===== src/rtl/core/ttss_pkg.sv =====
`default_nettype none

package ttss_pkg;

	// Default number of task slots in the table.
	localparam int DEFAULT_SLOT_COUNT = 16;

	// Operation carried by an input word.
	typedef enum logic [3:0] {
		MODE_TICK       = 4'd0,
		MODE_STEP       = 4'd1,
		MODE_ADD        = 4'd2,
		MODE_REMOVE     = 4'd3,
		MODE_SUSPEND    = 4'd4,
		MODE_RESUME     = 4'd5,
		MODE_TRIGGER    = 4'd6,
		MODE_RESCHEDULE = 4'd7,
		MODE_SET_PERIOD = 4'd8
	} item_mode_t;

	// Kind of task requested by an add.
	typedef enum logic [2:0] {
		KIND_CYCLIC    = 3'd0,
		KIND_SUSPENDED = 3'd1,
		KIND_TRIG_IDLE = 3'd2,
		KIND_SHOT_TIME = 3'd3,
		KIND_SHOT_NOW  = 3'd4
	} add_kind_t;

	// Mode stored in a slot.
	typedef enum logic [2:0] {
		SM_IDLE      = 3'd0,
		SM_CYCLIC    = 3'd1,
		SM_TRIGGER   = 3'd2,
		SM_SHOT_TIME = 3'd3,
		SM_DELETE    = 3'd4
	} slot_mode_t;

	// One entry of the slot memory.
	typedef struct packed {
		slot_mode_t  mode;
		logic [31:0] period;
		logic [31:0] count;
	} slot_entry_t;

	// One result word.
	typedef struct packed {
		logic       fired;
		logic [3:0] fired_slot;
		logic       scan_done;
		logic       shortage;
		logic       add_ok;
		logic [3:0] added_slot;
	} result_t;

	// Sequencer states.
	typedef enum logic {
		ST_IDLE,
		ST_EXEC
	} state_t;

endpackage

`default_nettype wire


===== src/rtl/core/tick_task_slot_scheduler.sv =====
// Channel  | Handshake                    | Payload
// ---------+------------------------------+-----------------------------------------------
// input    | in_valid / in_ready          | mode, slot, period, add_kind
// output   | out_valid / out_ready        | fired, fired_slot, scan_done, shortage,
//          |                              | add_ok, added_slot
//
// Each input word takes two steps: the registered read of the slot memory, then the
// update and write-back of the entry. No new word is taken until the update is done, and
// the update waits while the output register still holds an untaken word.
// Reset clears the used bits and the scan state at once; a free slot reads as empty, so
// the slot memory needs no clearing pass.
`default_nettype none

module tick_task_slot_scheduler #(
	parameter int SLOT_COUNT = ttss_pkg::DEFAULT_SLOT_COUNT
) (
	input  wire logic        clk,
	input  wire logic        arst_n,
	input  wire logic        in_valid,
	output logic             in_ready,
	input  wire logic [3:0]  mode,
	input  wire logic [3:0]  slot,
	input  wire logic [31:0] period,
	input  wire logic [2:0]  add_kind,
	output logic             out_valid,
	input  wire logic        out_ready,
	output logic             fired,
	output logic [3:0]       fired_slot,
	output logic             scan_done,
	output logic             shortage,
	output logic             add_ok,
	output logic [3:0]       added_slot
);

	localparam int IDX_W = (SLOT_COUNT > 1) ? $clog2(SLOT_COUNT) : 1;
	localparam int POS_W = $clog2(SLOT_COUNT + 1);
	localparam int CMP_W = (POS_W > 4) ? POS_W : 4;

	// Slot memory and its registered read port.
	ttss_pkg::slot_entry_t mem [SLOT_COUNT];
	ttss_pkg::slot_entry_t rd_data_q;
	logic                  mem_re;
	logic [IDX_W-1:0]      mem_raddr;
	logic                  mem_we;
	logic [IDX_W-1:0]      mem_waddr;
	ttss_pkg::slot_entry_t mem_wdata;

	// Control state.
	ttss_pkg::state_t      state_q, state_d;
	logic [SLOT_COUNT-1:0] used_q, used_d;
	logic [POS_W-1:0]      pos_q, pos_d;
	logic                  pending_q, pending_d;
	logic                  guard_q, guard_d;

	// Captured input word.
	logic [3:0]       mode_q;
	logic [3:0]       slot_q;
	logic [31:0]      period_q;
	logic [2:0]       kind_q;
	logic [IDX_W-1:0] addr_q;
	logic             free_any_q;

	// Output register.
	logic                out_valid_q;
	ttss_pkg::result_t   res_q, res_d;
	logic                load_out;

	// Lowest free slot: isolate the lowest set bit of the free vector, then encode it.
	logic [SLOT_COUNT-1:0] free_vec;
	logic [SLOT_COUNT-1:0] free_hot;
	logic [IDX_W-1:0]      free_idx;
	logic                  free_any;

	assign free_vec = ~used_q;
	assign free_hot = free_vec & (~free_vec + SLOT_COUNT'(1));
	assign free_any = |free_vec;

	always_comb begin
		free_idx = '0;
		for (int i = 0; i < SLOT_COUNT; i++) begin
			if (free_hot[i]) begin
				free_idx = free_idx | IDX_W'(i);
			end
		end
	end

	// Address of the entry that an input word works on.
	logic [CMP_W-1:0] in_slot_ext;
	logic             pos_in_range;
	logic [IDX_W-1:0] accept_addr;

	assign in_slot_ext  = CMP_W'(slot);
	assign pos_in_range = pos_q < POS_W'(SLOT_COUNT);

	always_comb begin
		priority case (1'b1)
			mode == ttss_pkg::MODE_STEP: accept_addr = pos_in_range ? pos_q[IDX_W-1:0] : '0;
			mode == ttss_pkg::MODE_ADD:  accept_addr = free_idx;
			default:                     accept_addr = in_slot_ext[IDX_W-1:0];
		endcase
	end

	// Values used during the update cycle.
	logic        slot_ok;
	logic        live;
	logic        editable;
	logic        same_pos;
	logic [31:0] cnt_inc;

	assign slot_ok  = 32'(slot_q) < 32'(SLOT_COUNT);
	assign live     = slot_ok && used_q[addr_q];
	assign editable = live && (rd_data_q.mode != ttss_pkg::SM_DELETE);
	assign same_pos = CMP_W'(slot_q) == CMP_W'(pos_q);
	assign cnt_inc  = (rd_data_q.count == 32'hFFFF_FFFF) ? rd_data_q.count
		: rd_data_q.count + 32'd1;

	assign in_ready = (state_q == ttss_pkg::ST_IDLE);

	// Next state, table update and result.
	always_comb begin
		state_d   = state_q;
		used_d    = used_q;
		pos_d     = pos_q;
		pending_d = pending_q;
		guard_d   = guard_q;
		mem_re    = 1'b0;
		mem_raddr = accept_addr;
		mem_we    = 1'b0;
		mem_waddr = addr_q;
		mem_wdata = rd_data_q;
		res_d     = '0;
		load_out  = 1'b0;

		unique case (state_q)
			ttss_pkg::ST_IDLE: begin
				if (in_valid) begin
					mem_re  = 1'b1;
					state_d = ttss_pkg::ST_EXEC;
				end
			end
			ttss_pkg::ST_EXEC: begin
				if (!out_valid_q || out_ready) begin
					load_out = 1'b1;
					state_d  = ttss_pkg::ST_IDLE;
					unique case (ttss_pkg::item_mode_t'(mode_q))
						ttss_pkg::MODE_TICK: begin
							pending_d = 1'b1;
							guard_d   = 1'b1;
						end
						ttss_pkg::MODE_STEP: begin
							if (pending_q) begin
								if (!pos_in_range) begin
									// The scan has passed the last slot.
									res_d.scan_done = 1'b1;
									res_d.shortage  = guard_q;
									pos_d           = '0;
									pending_d       = 1'b0;
									guard_d         = 1'b0;
								end else begin
									pos_d = pos_q + POS_W'(1);
									if (used_q[addr_q]) begin
										if (rd_data_q.mode == ttss_pkg::SM_DELETE) begin
											used_d[addr_q] = 1'b0;
										end else if (rd_data_q.period != 32'd0 &&
											(rd_data_q.mode == ttss_pkg::SM_CYCLIC ||
											rd_data_q.mode == ttss_pkg::SM_SHOT_TIME)) begin
											mem_we = 1'b1;
											if (cnt_inc >= rd_data_q.period) begin
												mem_wdata.count  = '0;
												res_d.fired      = 1'b1;
												res_d.fired_slot = 4'(addr_q);
												if (rd_data_q.mode == ttss_pkg::SM_SHOT_TIME) begin
													used_d[addr_q] = 1'b0;
												end
											end else begin
												mem_wdata.count = cnt_inc;
											end
										end else if (rd_data_q.mode == ttss_pkg::SM_TRIGGER) begin
											res_d.fired      = 1'b1;
											res_d.fired_slot = 4'(addr_q);
											used_d[addr_q]   = 1'b0;
										end
									end
								end
							end
						end
						ttss_pkg::MODE_ADD: begin
							if (kind_q <= ttss_pkg::KIND_SHOT_NOW && free_any_q) begin
								used_d[addr_q]   = 1'b1;
								mem_we           = 1'b1;
								mem_wdata.count  = '0;
								mem_wdata.period = period_q;
								mem_wdata.mode   = ttss_pkg::SM_IDLE;
								res_d.add_ok     = 1'b1;
								res_d.added_slot = 4'(addr_q);
								unique case (ttss_pkg::add_kind_t'(kind_q))
									ttss_pkg::KIND_CYCLIC: begin
										mem_wdata.mode = ttss_pkg::SM_CYCLIC;
									end
									ttss_pkg::KIND_TRIG_IDLE: begin
										mem_wdata.period = '0;
									end
									ttss_pkg::KIND_SHOT_TIME: begin
										mem_wdata.mode = ttss_pkg::SM_SHOT_TIME;
									end
									ttss_pkg::KIND_SHOT_NOW: begin
										mem_wdata.period = '0;
										mem_wdata.mode   = ttss_pkg::SM_TRIGGER;
										pending_d        = 1'b1;
									end
									default: begin
									end
								endcase
							end
						end
						ttss_pkg::MODE_REMOVE: begin
							// A slot under the scan is only marked; the scan frees it.
							if (slot_ok) begin
								if (live && same_pos) begin
									mem_we         = 1'b1;
									mem_wdata.mode = ttss_pkg::SM_DELETE;
								end else begin
									used_d[addr_q] = 1'b0;
								end
							end
						end
						ttss_pkg::MODE_SUSPEND: begin
							if (editable) begin
								mem_we         = 1'b1;
								mem_wdata.mode = ttss_pkg::SM_IDLE;
							end
						end
						ttss_pkg::MODE_RESUME: begin
							if (editable) begin
								mem_we         = 1'b1;
								mem_wdata.mode = ttss_pkg::SM_CYCLIC;
							end
						end
						ttss_pkg::MODE_TRIGGER: begin
							if (editable) begin
								mem_we         = 1'b1;
								mem_wdata.mode = ttss_pkg::SM_TRIGGER;
								pending_d      = 1'b1;
							end
						end
						ttss_pkg::MODE_RESCHEDULE: begin
							if (live) begin
								mem_we          = 1'b1;
								mem_wdata.count = rd_data_q.period;
							end
						end
						ttss_pkg::MODE_SET_PERIOD: begin
							if (live) begin
								mem_we           = 1'b1;
								mem_wdata.period = period_q;
							end
						end
						default: begin
						end
					endcase
				end
			end
			default: begin
				state_d = ttss_pkg::ST_IDLE;
			end
		endcase
	end

	// Slot memory: one write port, one registered read port.
	always_ff @(posedge clk) begin
		if (mem_we) begin
			mem[mem_waddr] <= mem_wdata;
		end
		if (mem_re) begin
			rd_data_q <= mem[mem_raddr];
		end
	end

	// Captured input word.
	always_ff @(posedge clk) begin
		if (in_valid && in_ready) begin
			mode_q     <= mode;
			slot_q     <= slot;
			period_q   <= period;
			kind_q     <= add_kind;
			addr_q     <= accept_addr;
			free_any_q <= free_any;
		end
	end

	// Output payload register.
	always_ff @(posedge clk) begin
		if (load_out) begin
			res_q <= res_d;
		end
	end

	// Control registers.
	always_ff @(posedge clk or negedge arst_n) begin
		if (!arst_n) begin
			state_q     <= ttss_pkg::ST_IDLE;
			used_q      <= '0;
			pos_q       <= '0;
			pending_q   <= 1'b0;
			guard_q     <= 1'b0;
			out_valid_q <= 1'b0;
		end else begin
			state_q   <= state_d;
			used_q    <= used_d;
			pos_q     <= pos_d;
			pending_q <= pending_d;
			guard_q   <= guard_d;
			if (load_out) begin
				out_valid_q <= 1'b1;
			end else if (out_ready) begin
				out_valid_q <= 1'b0;
			end
		end
	end

	assign out_valid  = out_valid_q;
	assign fired      = res_q.fired;
	assign fired_slot = res_q.fired_slot;
	assign scan_done  = res_q.scan_done;
	assign shortage   = res_q.shortage;
	assign add_ok     = res_q.add_ok;
	assign added_slot = res_q.added_slot;

endmodule

`default_nettype wire


===== config.mk =====
export PLATFORM = sky130hd
export DESIGN_NAME = tick_task_slot_scheduler
export DESIGN_NICKNAME = d
export VERILOG_FILES = /design/src/rtl/core/ttss_pkg.sv /design/src/rtl/core/tick_task_slot_scheduler.sv
export SDC_FILE = /design/constraint.sdc
export NUM_CORES = 2
export LEC_CHECK = 0
export BUFFER_PORTS_ARGS = -buffer_cell sky130_fd_sc_hd__clkbuf_2
export CAP_MARGIN = 0
export CORE_MARGIN = 4
export CORE_UTILIZATION = 55
export CTS_CLUSTER_DIAMETER = 200
export CTS_CLUSTER_SIZE = 30
export DETAILED_ROUTE_END_ITERATION = 7
export PLACE_DENSITY_LB_ADDON = 0.3
export SETUP_SLACK_MARGIN = 0.05
export SYNTH_ARGS = -nofsm -noshare
export SYNTH_HDL_FRONTEND = slang
export SYNTH_SLANG_ARGS = --single-unit

===== constraint.sdc =====
create_clock -name clk -period 18.4 [get_ports clk]
set_clock_uncertainty 0.05 [all_clocks]
set_input_delay 3.68 -clock clk [delete_from_list [all_inputs] [get_ports clk]]
set_output_delay 3.68 -clock clk [all_outputs]
set_load 0.005 [all_outputs]

* Word level (Yosys, flattened, before mapping)
Memories as Yosys holds them, arrays and structs flattened. A register that Yosys moved wholly into a read port is not among the register bits.
Cells that the tools add are included.
** Cells by class
- $add $sub $neg :: 3
- Magnitude comparators :: 5
- Equal/unequal tests :: 31
- Muxes and demuxes :: 91
- Bitwise logic cells :: 12
- Reductions and logical operators :: 28
** Operators by type and width (count)
- two-way mux 32 bit :: 10
- two-way mux 67 bit :: 3
- two-way mux 16 bit :: 10
- case mux 32 bit (3 select lines) :: 1
- case mux 32 bit (2 select lines) :: 1
- inverter 16 bit :: 3
- case mux 16 bit (3 select lines) :: 1
- two-way mux 4 bit :: 11
- adder 32 x 1 -> 32 bit, second input constant :: 1
- AND 16 bit :: 2
- equality test 32 bit, second input constant :: 1
- greater-or-equal comparator 32 bit :: 1
- nonzero test 32 bit :: 1
- two-way mux 1 bit :: 30
- two-way mux 5 bit :: 5
- two-way mux 3 bit :: 8
- adder 16 x 1 -> 16 bit, second input constant :: 1
- equality test 4 x 3 -> 1 bit, second input constant :: 4
- bitwise OR 16 bit :: 1
- OR reduction 16 bit :: 1
- case mux 3 bit (5 select lines) :: 1
- inequality test 2 bit, second input constant :: 7
- equality test 3 x 2 -> 1 bit, second input constant :: 4
- equality test 4 x 2 -> 1 bit, second input constant :: 3
- 38 further kinds :: 59
** Word-level totals
- Register bits :: 85
- Memory bits (writable) :: 1072
- Input bits :: 47
- Word-level logic and storage cells :: 189
- Memories :: 1
** Memory list
- mem :: words 16, bits a word 67, read ports 1, clocked after Yosys merged registers in 1, wr ports 1, RTL line tick_task_slot_scheduler.sv:40 : ttss_pkg::slot_entry_t mem [SLOT_COUNT];

* Logic depth before layout (Yosys ltp)
- Word-level depth :: 21
- Mapped depth :: 18
- Mapped depth without buffers :: 16

* Worst setup path before layout
Ideal clock, no wire load.
- Kind :: input to register
- Start point :: in out_ready
- End point :: mem mem[3][0] in the netlist's numbering (enable)
- Setup time :: 0.574 ns
- Arrival :: 9.478 ns
- Required time :: 17.776 ns
- Slack :: 8.298 ns
- Cell stages on the path :: 6
- Path through :: nand2b_1 -> nand2_1 -> inv_1 -> nand2_1 -> or3b_1 -> nor3_1
** Between the ends
- Word-level cells in the longest chain between the ends :: 5
** Ends and longest elaborated chain
- from (decl) :: RTL line tick_task_slot_scheduler.sv:26 : input wire logic out_ready,
- logical OR 1 bit :: RTL line tick_task_slot_scheduler.sv:142 : if (!out_valid_q || out_ready) begin
- two-way mux 1 bit :: RTL line tick_task_slot_scheduler.sv:142
- two-way mux 1 bit :: RTL line tick_task_slot_scheduler.sv:134 : unique case (state_q)
- two-way mux 1 bit :: RTL line tick_task_slot_scheduler.sv:271 : if (mem_we) begin
- two-way mux 1 bit (not written as such) :: RTL line tick_task_slot_scheduler.sv:272 : mem[mem_waddr] <= mem_wdata;
- to (decl) :: RTL line tick_task_slot_scheduler.sv:40
No other way between the ends.

* Final worst setup path
- Start point :: in mode[0]
- End point :: reg rd_data_q[40] (netlist name)
** Between the ends
- Word-level cells in the longest chain between the ends :: 3
** Ends and longest elaborated chain
- from (decl) :: RTL line tick_task_slot_scheduler.sv:21 : input wire logic [3:0] mode,
- equality test 4 x 2 -> 1 bit :: RTL line tick_task_slot_scheduler.sv:98 : mode == ttss_pkg::MODE_ADD: accept_addr = free_idx;
- two-way mux 4 bit :: RTL line tick_task_slot_scheduler.sv:96 : priority case (1'b1)
- two-way mux 4 bit * :: RTL line tick_task_slot_scheduler.sv:96
Every way passes the cells marked *; elsewhere a longest branch is shown, timed or not.
A chain may end at the register's enable or synchronous reset.

==> flow_metrics.env <==
export IMPL_outcome="finished clean"
export IMPL_critical_path_required_ps=18870
export IMPL_syn_to_final_growth_pct=5.36
export IMPL_seq_area_frac_synth=0.725
export IMPL_grt_pass1_vias=30600
export IMPL_crit_path_end_kind="flop"
export IMPL_antenna_found_initial=1
export IMPL_fp_dieH_um=311
export IMPL_max_freq_mhz=117
export IMPL_crit_chain="clkbuf_2 -> or4b_1 -> a21oi_1 -> nand2_1 -> o21ai_4 -> buf_12 -> buf_4 -> buf_4 -> buf_4 -> nand2_1 -> a31oi_1 -> a32oi_1 -> nand3_1"
export IMPL_place_inst=5083
export IMPL_synth_seq_cells=1224
export IMPL_diodes=0
export IMPL_rows=110
export IMPL_rsz0062_at_grt="no"
export IMPL_grt_ovfl_total=0
export IMPL_drv_cap=0
export IMPL_wl_per_cell_um=24.9
export IMPL_tightest_slew_ps=1290
export IMPL_rrSetupSlack_ps=11860
export IMPL_hold_violations=0
export IMPL_clock_latency_ps=660
export IMPL_finalWorstSetupSlack_ps=9860
export IMPL_drt_pass1_iter_count=6
export IMPL_slowest_delay_ps=900
export IMPL_numCtsBuffers=46
export IMPL_fin_util=0.588
export IMPL_min_period_ps=8540
export IMPL_hp_class="flop to flop"
export IMPL_yosys_top_cells_count="nand2_1 (1220), edfxtp_1 (1199), nand3_1 (513), clkbuf_1 (162), a31oi_1 (141)"
export IMPL_routed_wl_mm=128
export IMPL_dieWidth_um=311
export IMPL_start_util=0.558
export IMPL_synth_top_area_frac=0.713
export IMPL_async_flop_share=0.0204
export IMPL_antenna_left=0
export IMPL_multiInputGateArea_um2=12800
export IMPL_totalPowerFinal_mw=5.50
export IMPL_synth_ff_type="edfxtp_1"
export IMPL_via_count=32500
export IMPL_nNetsFinal=4036
export IMPL_ys_types=81
export IMPL_cts_max_level=2
export IMPL_synth_edff_count=1199
export IMPL_grt_max_degree=198
export IMPL_dpl_worst_slack_ps=9230
export IMPL_period_share=0.464
export IMPL_portBuffers=60
export IMPL_path_common_cell="buf_4"
export IMPL_critPathMaxFanout=197
export IMPL_drtIter0Drc=4167
export IMPL_crit_arrival_ps=9020
export IMPL_path_class="primary input to flop"
export IMPL_ios=61
export IMPL_synth_fp_nets=4114
export IMPL_yosys_top_cells_area="edfxtp_1 (71%), nand2_1 (9.1%), nand3_1 (5.1%)"
export IMPL_maxSlewHeadroom=0.127
export IMPL_drive_above_1_share=0.0571
export IMPL_yosysTopAreaCell="edfxtp_1"
export IMPL_synthCells=4033
export IMPL_via_per_inst=6.31
export IMPL_setup_viol=0
export IMPL_dp_hpwl_mm=65.7
export IMPL_clockBufferDepth=3
export IMPL_cts_root_buf="clkbuf_16"
export IMPL_report_final_slew_viol_count=0
export IMPL_synthMostInstantiatedCell="nand2_1"
export IMPL_hold_buffers=0
export IMPL_critPathSlowestCell="buf_4"
export IMPL_startpoint_type="primary input"
export IMPL_ir_worst_vdd_mv=0.111
export IMPL_seqCellArea_um2=36600
export IMPL_grt_pass1_wl_mm=192
export IMPL_grt_usage=0.260
export IMPL_tritoncts="yes"
export IMPL_post_cts_setup_buffer_count=0
export IMPL_core_um2=90600
export IMPL_cts_sinks=1224
export IMPL_dieArea_um2=96800
export IMPL_leakage_nw=18.3
export IMPL_syn_area_per_cell_um2=12.5
export IMPL_cts_resized=0
export IMPL_netlist_area_um2=50500
export IMPL_final_cells=5150
export IMPL_fill_cells=7037
export IMPL_powerDensity_nw_per_um2=103
export IMPL_globalplace_congestion=0.888
export IMPL_yosys_warnings=0
export IMPL_setup_tns_ps=0
export IMPL_drc=0
export IMPL_clk_pin_slew_ps=120
## cell type report
type                            instances  share of cell area
Tap cell                             1176              0.0276
Clock buffer                           63              0.0228
Clock inverter                          4             0.00122
Multi-Input combinational cell       2505               0.241
Timing Repair Buffer                  125              0.0153
Sequential cell                      1224               0.688
Inverter                               53             0.00402
## where the power goes
group	internal, mW	switching, mW
Clock	0.475	0.791
Sequential	3.33	0.112
Combinational	0.209	0.583
## routing by layer
| layer | wire length [um] | vias to the layer above | GRT usage |
|---|---|---|---|
| met2 | 60000 | 1632 | 0.416 |
| li1 | - | 14500 | - |
| met5 | 0 | - | 0 |
| met3 | 12700 | 230 | 0.0399 |
| met4 | 4210 | 0 | 0.0795 |
| met1 | 51500 | 16100 | 0.373 |
## final timing paths
| path | startpoint | to | depth (start not counted) |
|---|---|---|---|
| worst max-delay path | mode[0] | rd_data_q[40] | 13 |
| min in group asynchronous | arst_n | state_q | 1 |
| worst min register to register | out_valid | out_valid | 2 |
| max in group asynchronous | arst_n | pos_q[0] | 1 |
| worst min-delay path | out_valid | out_valid | 2 |
| worst max register to register | rd_data_q[19] | mem[3][24] | 16 |
## cells in the final DEF (no fill, tap or decap), drive strengths merged, types with 4 or more instances in the layout
cell,netlist,final
nand2,1220,1220
edfxtp,1199,1199
nand3,513,513
a31oi,142,142
clkbuf,162,123
o21ai,87,87
a32oi,67,67
buf,89,65
nor2,64,64
inv,53,55
a22o,42,42
ha,34,34
a21oi,32,32
nand4,31,31
nor3,29,29
dfrtp,25,25
xnor2,22,22
a22oi,17,17
mux2,17,17
nor4,14,14
and3,13,13
xor2,13,13
nor2b,13,13
and2,12,12
nand2b,12,12
mux2i,10,10
a31o,10,10
and4,9,9
a21o,6,6
a221oi,5,5
o31ai,5,5
a2111oi,4,4
o21bai,4,4
a41oi,4,4
## per-stage QoR
| step | instance area [um2] | hold slack, ps |
|---|---|---|
| 2_1_floorplan | 50500 | 408 |
| 3_3_place_gp | 52000 | 441 |
| 3_5_place_dp | 52000 | 446 |
| 4_1_cts | 53200 | 474 |
| 5_1_grt | 53200 | 497 |
| 6_report | 53200 | 471 |
## registers in the layout, indices dropped and copies added (netlist names), 3 cells and up, named ones only
| name | flops |
|---|---|
| mem | 1072 |
| rd_data_q | 67 |
| period_q | 32 |
| pos_q | 5 |
| added_slot | 4 |
| addr_q | 4 |
| fired_slot | 4 |
| mode_q | 4 |
| slot_q | 4 |
| kind_q | 3 |
## critical path, delay by kind of cell
| kind | cells | cell delay (ps) |
|---|---|---|
| compound gates | 4 | 730 |
| simple gates | 4 | 1000 |
| buf+inv | 5 | 3360 |
## cell families (layout without fill, tap and decap cells)
group | Yosys count | count (layout) | share of synthesized area
adders and majority gates | 34 | 34 | 0.00842
xor gates and xnor gates | 35 | 35 | 0.00607
buffers and inverters | 304 | 245 | 0.0251
and+or+nand+nor | 1949 | 1949 | 0.166
AOI/OAI and AO/OA | 460 | 460 | 0.0637
muxes | 27 | 27 | 0.00577
DFF | 1224 | 1224 | 0.725
No activity file was read; power rests on OpenSTA's default activity.
